`config.mk`:
```
export PLATFORM = sky130hd
export DESIGN_NAME = id_tag_pair_table_flat
export DESIGN_NICKNAME = d
export VERILOG_FILES = /design/src/rtl/idtp_pkg.sv /design/src/rtl/idtp_if.sv /design/src/rtl/id_tag_pair_table.sv /design/src/rtl/idtp_ram.sv /design/src/flat_wrapper.sv
export SDC_FILE = /design/constraint.sdc
export NUM_CORES = 2
export LEC_CHECK = 0
export BUFFER_PORTS_ARGS = -buffer_cell sky130_fd_sc_hd__buf_2
export CORE_MARGIN = 4
export CORE_UTILIZATION = 55
export DETAILED_ROUTE_END_ITERATION = 10
export PLACE_DENSITY = 0.71
export SKIP_LAST_GASP = 1
export SYNTH_ARGS = -nofsm -noshare
export SYNTH_HDL_FRONTEND = slang
export SYNTH_HIERARCHICAL = 1
export SYNTH_SLANG_ARGS = --single-unit
```
`constraint.sdc`:
```
create_clock -name i_clk -period 25.8 [get_ports i_clk]
set_input_delay 5.16 -clock i_clk [delete_from_list [all_inputs] [get_ports i_clk]]
set_output_delay 5.16 -clock i_clk [all_outputs]
set_load 0.05 [all_outputs]
```
`src/rtl/idtp_pkg.sv`:
```
`default_nettype none
package idtp_pkg;

    localparam int unsigned TABLE_DEPTH_DEF = 16;
    localparam int unsigned ID_W            = 32;
    localparam int unsigned TAG_W           = 64;

    // request codes
    localparam logic REQ_NOTE  = 1'b0;
    localparam logic REQ_KNOWN = 1'b1;

    typedef struct packed {
        logic [ID_W-1:0]  id;
        logic [TAG_W-1:0] tag;
    } t_entry;

    localparam int unsigned ENTRY_W = $bits(t_entry);

    typedef enum logic [2:0] {
        S_IDLE = 3'b001,
        S_SCAN = 3'b010,
        S_RESP = 3'b100
    } t_state;

endpackage
`default_nettype wire

```
`src/rtl/idtp_if.sv`:
```
`default_nettype none
interface idtp_req_if;
    import idtp_pkg::*;
    logic             valid;
    logic             ready;
    logic             req_type;
    logic [ID_W-1:0]  item_id;
    logic [TAG_W-1:0] owner_tag;

    modport source (output valid, output req_type, output item_id, output owner_tag,
                    input ready);
    modport sink   (input valid, input req_type, input item_id, input owner_tag,
                    output ready);
endinterface

interface idtp_rsp_if;
    logic valid;
    logic ready;
    logic answer;

    modport source (output valid, output answer, input ready);
    modport sink   (input valid, input answer, output ready);
endinterface
`default_nettype wire

```
`src/rtl/id_tag_pair_table.sv`:
```
// Scan: after a request is accepted the filled entries are read in order, F being the fill
//   count (up to TABLE_DEPTH), and the response step then raises the result. An empty
//   table goes straight to the response step; a hit on an entry ends the scan early.
// Requests: a new one is taken only once the last result is raised; ready returns in
//   the same cycle as the result. The single RAM read port and the shared id/tag
//   comparator visit one entry per cycle. A result still waiting in the output
//   register holds the next one in the response step, and input stays stalled.
// Reset: synchronous, active low; the table reads as empty (fill count zero), no
//   clearing pass is needed. A pending result is dropped.
`default_nettype none
module id_tag_pair_table #(
    parameter int unsigned TABLE_DEPTH = idtp_pkg::TABLE_DEPTH_DEF
) (
    input  wire logic  i_clk,
    input  wire logic  i_rst_n,
    idtp_req_if.sink   i_req,
    idtp_rsp_if.source o_rsp
);
    import idtp_pkg::*;

    localparam int unsigned AW = (TABLE_DEPTH > 1) ? $clog2(TABLE_DEPTH) : 1;
    localparam int unsigned CW = $clog2(TABLE_DEPTH + 1);
    localparam logic [CW-1:0] FULL = CW'(TABLE_DEPTH);

    // control state
    t_state            r_state, n_state;
    logic [CW-1:0]     r_fill, n_fill;       // number of valid entries
    logic [CW-1:0]     r_rd_idx, n_rd_idx;   // next entry to read
    logic              r_dv, n_dv;           // RAM read data valid this cycle
    logic              r_out_valid, n_out_valid;

    // payload
    logic              r_req_type;
    logic [ID_W-1:0]   r_id;
    logic [TAG_W-1:0]  r_tag;
    logic [AW-1:0]     r_cmp_idx;            // entry whose data is on the RAM output
    logic              r_ans, n_ans;
    logic              r_answer;

    t_entry            w_rd_data;
    logic              w_id_eq, w_tag_eq, w_hit, w_end, w_issue;
    logic              w_wr_en;
    logic [AW-1:0]     w_wr_addr;
    logic              w_req_acc, w_out_take;

    assign w_req_acc  = i_req.valid && i_req.ready;
    assign w_out_take = r_out_valid && o_rsp.ready;

    // Shared comparator: one entry per cycle against the held request.
    assign w_id_eq  = r_dv && (w_rd_data.id == r_id);
    assign w_tag_eq = (w_rd_data.tag == r_tag);
    assign w_hit    = (r_state == S_SCAN) &&
                      ((r_req_type == REQ_NOTE) ? w_id_eq : (w_id_eq && w_tag_eq));
    // Scan exhausted: nothing in flight and no entry left to read.
    assign w_end    = (r_state == S_SCAN) && !r_dv && (r_rd_idx >= r_fill);
    assign w_issue  = (r_state == S_SCAN) && !w_hit && (r_rd_idx < r_fill);

    // Note request writes: retag on an id hit with a new tag, append on a miss
    // while there is room. Known requests never write.
    assign w_wr_en   = (r_req_type == REQ_NOTE) &&
                       ((w_hit && !w_tag_eq) || (w_end && (r_fill != FULL)));
    assign w_wr_addr = w_hit ? r_cmp_idx : r_fill[AW-1:0];

    idtp_ram #(
        .WIDTH (ENTRY_W),
        .DEPTH (TABLE_DEPTH),
        .AW    (AW)
    ) u_ram (
        .i_clk     (i_clk),
        .i_wr_en   (w_wr_en),
        .i_wr_addr (w_wr_addr),
        .i_wr_data ({r_id, r_tag}),
        .i_rd_en   (w_issue),
        .i_rd_addr (r_rd_idx[AW-1:0]),
        .o_rd_data (w_rd_data)
    );

    always_comb begin
        n_state     = r_state;
        n_fill      = r_fill;
        n_rd_idx    = r_rd_idx;
        n_dv        = 1'b0;
        n_ans       = r_ans;
        n_out_valid = r_out_valid && !w_out_take;
        unique case (r_state)
            S_IDLE: begin
                if (w_req_acc) begin
                    n_state  = S_SCAN;
                    n_rd_idx = '0;
                end
            end
            S_SCAN: begin
                if (w_hit) begin
                    // note: answer 1 only when the tag was replaced
                    n_ans   = (r_req_type == REQ_NOTE) ? !w_tag_eq : 1'b1;
                    n_state = S_RESP;
                end else if (w_end) begin
                    if ((r_req_type == REQ_NOTE) && (r_fill != FULL)) begin
                        n_fill = r_fill + CW'(1);
                        n_ans  = 1'b1;
                    end else begin
                        n_ans  = 1'b0;
                    end
                    n_state = S_RESP;
                end else begin
                    n_dv = w_issue;
                    if (w_issue) begin
                        n_rd_idx = r_rd_idx + CW'(1);
                    end
                end
            end
            S_RESP: begin
                // hold the result until the output register is free
                if (!r_out_valid || o_rsp.ready) begin
                    n_out_valid = 1'b1;
                    n_state     = S_IDLE;
                end
            end
            default: begin
                n_state = S_IDLE;
            end
        endcase
    end

    always_ff @(posedge i_clk) begin
        if (!i_rst_n) begin
            r_state     <= S_IDLE;
            r_fill      <= '0;
            r_rd_idx    <= '0;
            r_dv        <= 1'b0;
            r_out_valid <= 1'b0;
        end else begin
            r_state     <= n_state;
            r_fill      <= n_fill;
            r_rd_idx    <= n_rd_idx;
            r_dv        <= n_dv;
            r_out_valid <= n_out_valid;
        end
    end

    always_ff @(posedge i_clk) begin
        r_ans <= n_ans;
        if (w_req_acc) begin
            r_req_type <= i_req.req_type;
            r_id       <= i_req.item_id;
            r_tag      <= i_req.owner_tag;
        end
        if (w_issue) begin
            r_cmp_idx <= r_rd_idx[AW-1:0];
        end
        if ((r_state == S_RESP) && (!r_out_valid || o_rsp.ready)) begin
            r_answer <= r_ans;
        end
    end

    assign i_req.ready  = (r_state == S_IDLE);
    assign o_rsp.valid  = r_out_valid;
    assign o_rsp.answer = r_answer;

    // fill count never passes the table depth
    a_fill_bound: assert property (@(posedge i_clk) disable iff (!i_rst_n)
        r_fill <= FULL)
        else $error("fill count beyond table depth");

    // fill count grows by at most one entry per request
    a_fill_step: assert property (@(posedge i_clk) disable iff (!i_rst_n)
        (r_fill == $past(r_fill)) || (r_fill == $past(r_fill) + CW'(1)))
        else $error("fill count jumped");

    // table is only written during a scan
    a_wr_scan: assert property (@(posedge i_clk) disable iff (!i_rst_n)
        w_wr_en |-> (r_state == S_SCAN))
        else $error("table write outside scan");

    // accepted request always starts a scan
    a_acc_scan: assert property (@(posedge i_clk) disable iff (!i_rst_n)
        w_req_acc |=> (r_state == S_SCAN))
        else $error("request accepted without scan");

    // a new result appears only out of the response step
    a_out_src: assert property (@(posedge i_clk) disable iff (!i_rst_n)
        (r_out_valid && !$past(r_out_valid)) |-> ($past(r_state) == S_RESP))
        else $error("result raised outside response step");

endmodule
`default_nettype wire

```
`src/rtl/idtp_ram.sv`:
```
`default_nettype none
module idtp_ram #(
    parameter int unsigned WIDTH = 8,
    parameter int unsigned DEPTH = 16,
    parameter int unsigned AW    = (DEPTH > 1) ? $clog2(DEPTH) : 1
) (
    input  wire logic             i_clk,
    input  wire logic             i_wr_en,
    input  wire logic [AW-1:0]    i_wr_addr,
    input  wire logic [WIDTH-1:0] i_wr_data,
    input  wire logic             i_rd_en,
    input  wire logic [AW-1:0]    i_rd_addr,
    output logic      [WIDTH-1:0] o_rd_data
);
    logic [WIDTH-1:0] r_mem [DEPTH];
    logic [WIDTH-1:0] r_rd_data;

    always_ff @(posedge i_clk) begin
        if (i_wr_en) begin
            r_mem[i_wr_addr] <= i_wr_data;
        end
        if (i_rd_en) begin
            r_rd_data <= r_mem[i_rd_addr];
        end
    end

    assign o_rd_data = r_rd_data;
endmodule
`default_nettype wire

```
`src/flat_wrapper.sv`:
```
// flat-port wrapper written by rule: the top's interface ports become plain ports
module id_tag_pair_table_flat import idtp_pkg::*;
#(
    parameter int unsigned TABLE_DEPTH = idtp_pkg::TABLE_DEPTH_DEF
)
  (i_clk, i_rst_n, i_req_valid, i_req_req_type, i_req_item_id, i_req_owner_tag, i_req_ready, o_rsp_valid, o_rsp_answer, o_rsp_ready);
  idtp_req_if i_req_i ();
  idtp_rsp_if o_rsp_i ();
  input  wire logic i_clk;
  input  wire logic i_rst_n;
  input wire logic [$bits(i_req_i.valid)-1:0] i_req_valid;
  input wire logic [$bits(i_req_i.req_type)-1:0] i_req_req_type;
  input wire logic [$bits(i_req_i.item_id)-1:0] i_req_item_id;
  input wire logic [$bits(i_req_i.owner_tag)-1:0] i_req_owner_tag;
  output wire logic [$bits(i_req_i.ready)-1:0] i_req_ready;
  output wire logic [$bits(o_rsp_i.valid)-1:0] o_rsp_valid;
  output wire logic [$bits(o_rsp_i.answer)-1:0] o_rsp_answer;
  input wire logic [$bits(o_rsp_i.ready)-1:0] o_rsp_ready;
  assign i_req_i.valid = i_req_valid;
  assign i_req_i.req_type = i_req_req_type;
  assign i_req_i.item_id = i_req_item_id;
  assign i_req_i.owner_tag = i_req_owner_tag;
  assign i_req_ready = i_req_i.ready;
  assign o_rsp_valid = o_rsp_i.valid;
  assign o_rsp_answer = o_rsp_i.answer;
  assign o_rsp_i.ready = o_rsp_ready;
  id_tag_pair_table #(.TABLE_DEPTH(TABLE_DEPTH)) u_core (.i_clk(i_clk), .i_rst_n(i_rst_n), .i_req(i_req_i), .o_rsp(o_rsp_i));
endmodule
```
# [Yosys cells after proc, flatten, opt, wreduce, memory -nomap -nowiden]
# Memories as Yosys holds them, arrays and structs flattened. A register that Yosys moved wholly into a read port is not among the register bits.
# Index checks and enable logic that the tools add are counted.
[word_totals] ff_bits=118 in_bits=101 ram_bits=1536 n_memories=1 elab_cells=81
[classes] eq_ne=12 n_addsub=2 n_bitwise=4 n_reduce_logical=29 mux=20 order_cmp=2
[memory_table] memory="u_core.u_ram.r_mem" depth=16 word_bits=96 rd=1 rd_ports_with_merged_regs=1 wr=1 line_no="idtp_ram.sv:15" source="logic [WIDTH-1:0] r_mem [DEPTH];"
[op_table] cell="$eq A64 B64 Y1" count=1
[op_table] cell="$eq A32 B32 Y1" count=1
[op_table] cell="$mux W5" count=4
[op_table] cell="$logic_and A1 B1 Y1" count=15
[op_table] cell="$mux W3" count=4
[op_table] cell="$add A5 B1 Y5 const B" count=2
[op_table] cell="$pmux W5 S2" count=1
[op_table] cell="$mux W1" count=9
[op_table] cell="$pmux W3 S3" count=1
[op_table] cell="$ne A2 B2 Y1 const B" count=4
[op_table] cell="$ge A5 B5 Y1" count=1
[op_table] cell="$logic_not A1 Y1" count=5
[op_table] cell="$lt A5 B5 Y1" count=1
[op_table] cell="$ne A5 B5 Y1 const B" count=1
[op_table] cell="$reduce_and A5 Y1" count=1
[op_table] cell="$mux W4" count=1
[op_table] cell="$not A1 Y1" count=4
[op_table] cell="$reduce_and A4 Y1" count=1
[op_table] cell="$reduce_bool A2 Y1" count=2
[op_table] cell="$reduce_or A4 Y1" count=1
[op_table] cell="$eq A3 B1 Y1 const B" count=1
[op_table] cell="$eq A3 B2 Y1 const B" count=1
[op_table] cell="$eq A3 B3 Y1 const B" count=1
[op_table] cell="$ne A3 B1 Y1 const B" count=1
[op_table] cell="other kinds (4)" count=5

# [Depth between registers and ports, before layout]
[depth] word_depth=12 mapped_depth=9

# [Hierarchy]
# The synthesis kept the hierarchy.
[by_module_without_submodules] mod="idtp_ram" cells_per_inst=2460 area_each_um2=60319.1 n_inst=1
[by_module_without_submodules] mod="id_tag_pair_table" cells_per_inst=369 area_each_um2=5268.8 n_inst=1

# [Worst setup path after synthesis]
# Ideal clock, no wire load.
[synth_timing] kind="reg2reg" from="reg u_core.r_tag[62]" to="mem u_core/u_ram/r_mem[0][0] in the netlist's numbering (enable)" n_path_buf=1 arrival_time_ns=9.000 stages_incl_launch_ff=10 path_slack_ns=16.132 required_ns=25.132 period_less_slack_ns=9.668 cell_sequence="edfxtp_1 > xnor2_1 > nand4_1 > nor4_2 > and4_4 > o211ai_4 > buf_6 > o31ai_1 > or3b_2 > nor3_1"
[synth_between] elab_chain_len=9 word_cells_on_any_way=11 cone_classes="eq/ne (1); mux (4); reduce/logical (6)"
[synth_rtl] element="from (decl)" line_no="id_tag_pair_table.sv:35" source="logic [TAG_W-1:0] r_tag;"
[synth_rtl] element="from (signal assigned)" line_no="id_tag_pair_table.sv:146" source="r_tag <= i_req.owner_tag;"
[synth_rtl] element="$eq A64 B64 Y1 (*)" line_no="id_tag_pair_table.sv:51" source="assign w_tag_eq = (w_rd_data.tag == r_tag);"
[synth_rtl] element="$logic_and A1 B1 Y1" line_no="id_tag_pair_table.sv:53" source="((r_req_type == REQ_NOTE) ? w_id_eq : (w_id_eq && w_tag_eq));"
[synth_rtl] element="$mux W1" line_no="id_tag_pair_table.sv:53"
[synth_rtl] element="$logic_and A1 B1 Y1" line_no="id_tag_pair_table.sv:52" source="assign w_hit = (r_state == S_SCAN) &&"
[synth_rtl] element="$logic_and A1 B1 Y1 (*)" line_no="id_tag_pair_table.sv:61" source="((w_hit && !w_tag_eq) || (w_end && (r_fill != FULL)));"
[synth_rtl] element="$logic_or A1 B1 Y1 (*)" line_no="id_tag_pair_table.sv:61"
[synth_rtl] element="$logic_and A1 B1 Y1 (*)" line_no="id_tag_pair_table.sv:60" source="assign w_wr_en = (r_req_type == REQ_NOTE) &&"
[synth_rtl] element="named net u_core.w_wr_en" line_no="id_tag_pair_table.sv:42" source="logic w_wr_en;"
[synth_rtl] element="$mux W1 (*)" line_no="idtp_ram.sv:19" source="if (i_wr_en) begin"
[synth_rtl] element="$mux W1 (implied by the code) (*)" line_no="idtp_ram.sv:20" source="r_mem[i_wr_addr] <= i_wr_data;"
[synth_rtl] element="to (decl)" line_no="idtp_ram.sv:15"
# The timed path passes the listed nets; every way through them passes the cells marked *.

# [Final worst setup path]
[layout_timing] from="reg u_core.r_state[2]" to="out i_req_ready"
[layout_between] elab_chain_len=1
[layout_rtl] element="from (decl)" line_no="id_tag_pair_table.sv:26" source="t_state r_state, n_state;"
[layout_rtl] element="from (signal assigned)" line_no="id_tag_pair_table.sv:133" source="r_state <= n_state;"
[layout_rtl] element="$eq A3 B1 Y1" line_no="id_tag_pair_table.sv:156" source="assign i_req.ready = (r_state == S_IDLE);"
[layout_rtl] element="to (decl)" line_no="flat_wrapper.sv:15" source="output wire logic [$bits(i_req_i.ready)-1:0] i_req_ready;"
# No other way between the ends.

==> out/qor.txt <==
YOSYS
-----------------------------------------------------------------------------------------------
Portion of synthesized cell area occupied by the leading cell type                        0.794
Syn Area/Cell                                                                         23.2 um^2
Synth unique cells                                                                           49
Number of enable-type register cells in the synthesized netlist                           1,735
Mapped Nets                                                                               2,938
Seq/Total Area, Yosys                                                                     0.799
Netlist area before placement                                                       65,600 um^2
Cell types with the largest area share after synthesis                             sky130_fd_sc_hd__edfxtp_1 79%, sky130_fd_sc_hd__mux4_2 13%, sky130_fd_sc_hd__a22oi_1 2.2%, sky130_fd_sc_hd__xnor2_1 1.3%, sky130_fd_sc_hd__nand2_1 0.63%
Synth warnings                                                                                6
Synth Instances                                                                           2,829
Most instantiated flip-flop cell in the synthesis netlist                          sky130_fd_sc_hd__edfxtp_1
Number of flip-flops and latches in the synthesized netlist                               1,750
Share of synthesized flip-flops with an asynchronous set or reset                             0
Library cell with the largest summed area after synthesis                          sky130_fd_sc_hd__edfxtp_1

PLACEMENT
-----------------------------------------------------------------------------------------------
Final HPWL DP                                                                         71,600 um
GP Congestion                                                                             0.806
Placed inst area                                                                    67,900 um^2
Port bufs                                                                                   103

FLOORPLAN
-----------------------------------------------------------------------------------------------
Initial core utilization                                                                  0.555
Placeable core area                                                                118,000 um^2
Number of ports placed on the die boundary                                                  104
Horizontal die dimension                                                                 353 um
Floorplan row count                                                                         126
Die height                                                                               353 um
DIE AREA                                                                           125,000 um^2

STA
-----------------------------------------------------------------------------------------------
Post-route clock period utilization                                                       0.268
Clk_skew                                                                              0.0308 ns
Setup Viol. Count Final                                                                       0
RSZ-0062 raised after global routing                                                         no
Transition time of the tightest slew-check pin                                          1.30 ns
Max-slew headroom                                                                         0.134
Final hold viol count                                                                         0
Sum of negative setup slack                                                                0 ns
Final Critical Period                                                                   6.92 ns
Maximum clock rate                                                                      144 MHz
Fin. max-slew vios                                                                            0

FINISH
-----------------------------------------------------------------------------------------------
Number of nets in the layout                                                              3,141
Proportion of layout cells with a drive suffix above 1                                    0.257
Core Util, Final                                                                          0.619
Layout overhead on the synthesized area                                                   11.6%
Layout Cell Area excl Fill                                                          73,200 um^2
Number of fillers in the final layout                                                     7,814

DETAILED ROUTING
-----------------------------------------------------------------------------------------------
Post-Route WL                                                                        148,000 um
Number of nets with antenna violations after detailed routing                                 0
Number of vias per cell                                                                    6.54
Detailed-route wire length per cell                                                     31.5 um
Total iterations of the first detailed-routing run                                            5
DRC violations left                                                                           0
Via count                                                                                30,700
DR iter-0 viols                                                                           3,817

CTS
-----------------------------------------------------------------------------------------------
Clk_lat worst skew                                                                      0.79 ns
CTS max path bufs                                                                             3
# H-tree levels                                                                               4
Number of clock sinks seen by CTS                                                         1,750
Clock input transition at the sequential cells of the worst setup and hold paths        0.06 ns
Clock buffers created by TritonCTS                                                          169
Setup repair bufs after CTS                                                                   0
Hold buffer count at cts                                                                      0
Number of instances resized during post-cts repair                                            0
Buffer type at the clock tree root                                                 sky130_fd_sc_hd__clkbuf_16
Clock tree from TritonCTS                                                                   yes

CRITICAL PATH
-----------------------------------------------------------------------------------------------
Critical path class                                                                flip-flop to output port
Critical Path Sink Type                                                             output port
Reg2reg start                                                                      u_core/r_tag[33]$_DFFE_PP_
End of the worst register-to-register path                                         u_core/u_ram/r_mem[9][68]$_DFFE_PP_
Cell count of the worst reg-to-reg path                                                      10
Critical path startpoint                                                           u_core/r_state[2]$_SDFFE_PN0P_
Critical path launch point type                                                       flip-flop
Data required time at the worst endpoint                                               20.64 ns
Largest fanout on the critical path                                                           6
Data arrival time of the critical path                                                  1.76 ns
Destination of the critical timing path                                             i_req_ready
Worst R2R Setup Slack                                                                  19.29 ns

GLOBAL ROUTING
-----------------------------------------------------------------------------------------------
Final global-route overflow total                                                             0
Maximum number of pins on one net before global-route repair                                168
Via count of the first global-routing pass                                               31,500
Total global-route track usage                                                            0.238
Number of antenna violations at the first check in global routing                             2
Wire length of the first global-routing pass                                         216,000 um

PWR
-----------------------------------------------------------------------------------------------
Total chip power                                                                      0.00559 W
Static leakage power                                                                    22.2 nW
Total power density per cell area                                                  76.4 nW/um^2
IR Drop Worst-Case VDD                                                              0.0000701 V

WORST HOLD PATH
-----------------------------------------------------------------------------------------------
HP Class                                                                           flip-flop to flip-flop

JOB
-----------------------------------------------------------------------------------------------
# Max-Cap Violations                                                                          0

STATUS
-----------------------------------------------------------------------------------------------
Result of the run                                                                  finished clean

## layout by cell type (no fill, tap or decap), drive strengths merged, types with 3 or more instances in the layout
cell	Yosys	layout
nor2b	4	4
nor4	8	8
buf	82	163
nor3	5	5
nor2	23	23
dfxtp	15	15
a31oi	5	5
inv	11	15
nand2	110	110
clkinvlp	0	3
nand3	7	7
xnor2	98	98
bufinv	0	10
clkinv	0	59
and2	7	7
nand3b	3	3
a22oi	192	192
mux4	384	384
and3	7	7
nand2b	10	10
clkbuf	49	220
edfxtp	1735	1735
nand4	28	28
ha	8	8
o21ai	7	7
mux2	4	4
a21oi	4	4
## area by class of cell
class	instances	area (um^2)	share of cell area
well taps	1536	1920	0.0263
flip-flops and latches	1750	52400	0.716
repair buffers	163	1000	0.0137
inverters	11	46.3	0.000633
multi-input cells	937	12500	0.171
clock inverters	76	671	0.00916
clock buffers	220	4580	0.0626
diodes	1	2.50	0.0000342
## state kept, by name (all words and copies together), names as in the netlist
signal                  cells
u_core/u_ram/r_mem       1536
u_core/o_rsp.answer         1
u_core/r_req_type           1
u_core/r_state              3
u_core/o_rsp.valid          1
u_core/r_ans                1
u_core/r_fill               5
u_core/r_rd_idx             5
u_core/r_tag               64
u_core/r_id                32
u_core/u_ram/o_rd_data     96
u_core/r_cmp_idx            4
u_core/r_dv                 1
## cell usage after synthesis, types with 2 or more instances
library cell	count
sky130_fd_sc_hd__o21a_1	2
sky130_fd_sc_hd__a21oi_1	4
sky130_fd_sc_hd__o31ai_1	2
sky130_fd_sc_hd__buf_1	28
sky130_fd_sc_hd__mux2_2	3
sky130_fd_sc_hd__o21ai_0	6
sky130_fd_sc_hd__a31oi_1	5
sky130_fd_sc_hd__and3_1	7
sky130_fd_sc_hd__nand3_1	7
sky130_fd_sc_hd__nand2b_1	10
sky130_fd_sc_hd__mux4_2	384
sky130_fd_sc_hd__nand2_1	110
sky130_fd_sc_hd__nand4b_1	2
sky130_fd_sc_hd__buf_2	13
sky130_fd_sc_hd__clkbuf_1	49
sky130_fd_sc_hd__a211oi_1	2
sky130_fd_sc_hd__and2_1	7
sky130_fd_sc_hd__buf_6	22
sky130_fd_sc_hd__edfxtp_1	1735
sky130_fd_sc_hd__nor3_1	5
sky130_fd_sc_hd__nand3b_1	3
sky130_fd_sc_hd__nor4_2	4
sky130_fd_sc_hd__nand4_1	28
sky130_fd_sc_hd__nor4_1	4
sky130_fd_sc_hd__buf_4	19
sky130_fd_sc_hd__a22oi_1	192
sky130_fd_sc_hd__ha_1	8
sky130_fd_sc_hd__nor2_1	22
sky130_fd_sc_hd__dfxtp_1	15
sky130_fd_sc_hd__a21boi_0	2
sky130_fd_sc_hd__inv_1	11
sky130_fd_sc_hd__nor2b_1	4
sky130_fd_sc_hd__xnor2_1	98
## through the flow
| step | hold slack [ns] | std cells | setup WS (ns) |
|---|---|---|---|
| after floorplan | 0.400 | 2829 | 16.13 |
| after detailed placement | 0.415 | 4397 | 18.52 |
| final | 0.424 | 4694 | 18.88 |
| after CTS | 0.429 | 4693 | 18.83 |
| after global routing | 0.439 | 4693 | 18.80 |
| after global placement | 0.412 | 4397 | 18.54 |
## worst min path at each step
| stage | startpoint | endpoint | slack [ns] | depth (start not counted) |
|---|---|---|---|---|
| global placement | u_core/r_ans$_DFFE_PP_ | u_core/o_rsp.answer$_DFFE_PP_ | 0.41 | 0 |
| global route | u_core/r_ans$_DFFE_PP_ | u_core/o_rsp.answer$_DFFE_PP_ | 0.44 | 0 |
| floorplan | u_core/r_ans$_DFFE_PP_ | u_core/o_rsp.answer$_DFFE_PP_ | 0.40 | 0 |
| CTS | u_core/r_ans$_DFFE_PP_ | u_core/o_rsp.answer$_DFFE_PP_ | 0.43 | 0 |
| detailed placement | u_core/r_ans$_DFFE_PP_ | u_core/o_rsp.answer$_DFFE_PP_ | 0.42 | 0 |
| finish | u_core/r_ans$_DFFE_PP_ | u_core/o_rsp.answer$_DFFE_PP_ | 0.42 | 0 |
## power breakdown
part / internal [W] / total [W] / switching, W / leakage, nW
clock: 0.00135 / 0.00236 / 0.00101 / 2.57
combinational: 0.0000153 / 0.0000434 / 0.0000281 / 3.89
sequential: 0.00315 / 0.00319 / 0.0000456 / 15.8
## kinds of logic after synthesis
kind of cell    synth area share
compound gates            0.0254
flops                      0.799
fa+ha+maj                0.00153
mux                        0.133
buf+inv                   0.0120
xor+xnor                  0.0132
simple gates              0.0162
## per-layer routing
layer	track usage	share of wire	routed length, um	vias to the layer above
li1	-	-	-	12400
met1	0.339	0.39	58100	16500
met2	0.390	0.50	73900	1642
met3	0.0398	0.085	12600	223
met4	0.0667	0.022	3300	0
met5	0	0	0	-
## critical path, cell delays in order, from the launching register on
cell and delay [ns]:
sky130_fd_sc_hd__dfxtp_1 0.36, sky130_fd_sc_hd__nor3b_1 0.31, sky130_fd_sc_hd__buf_2 0.33
(Power assumes the default switching activity.)
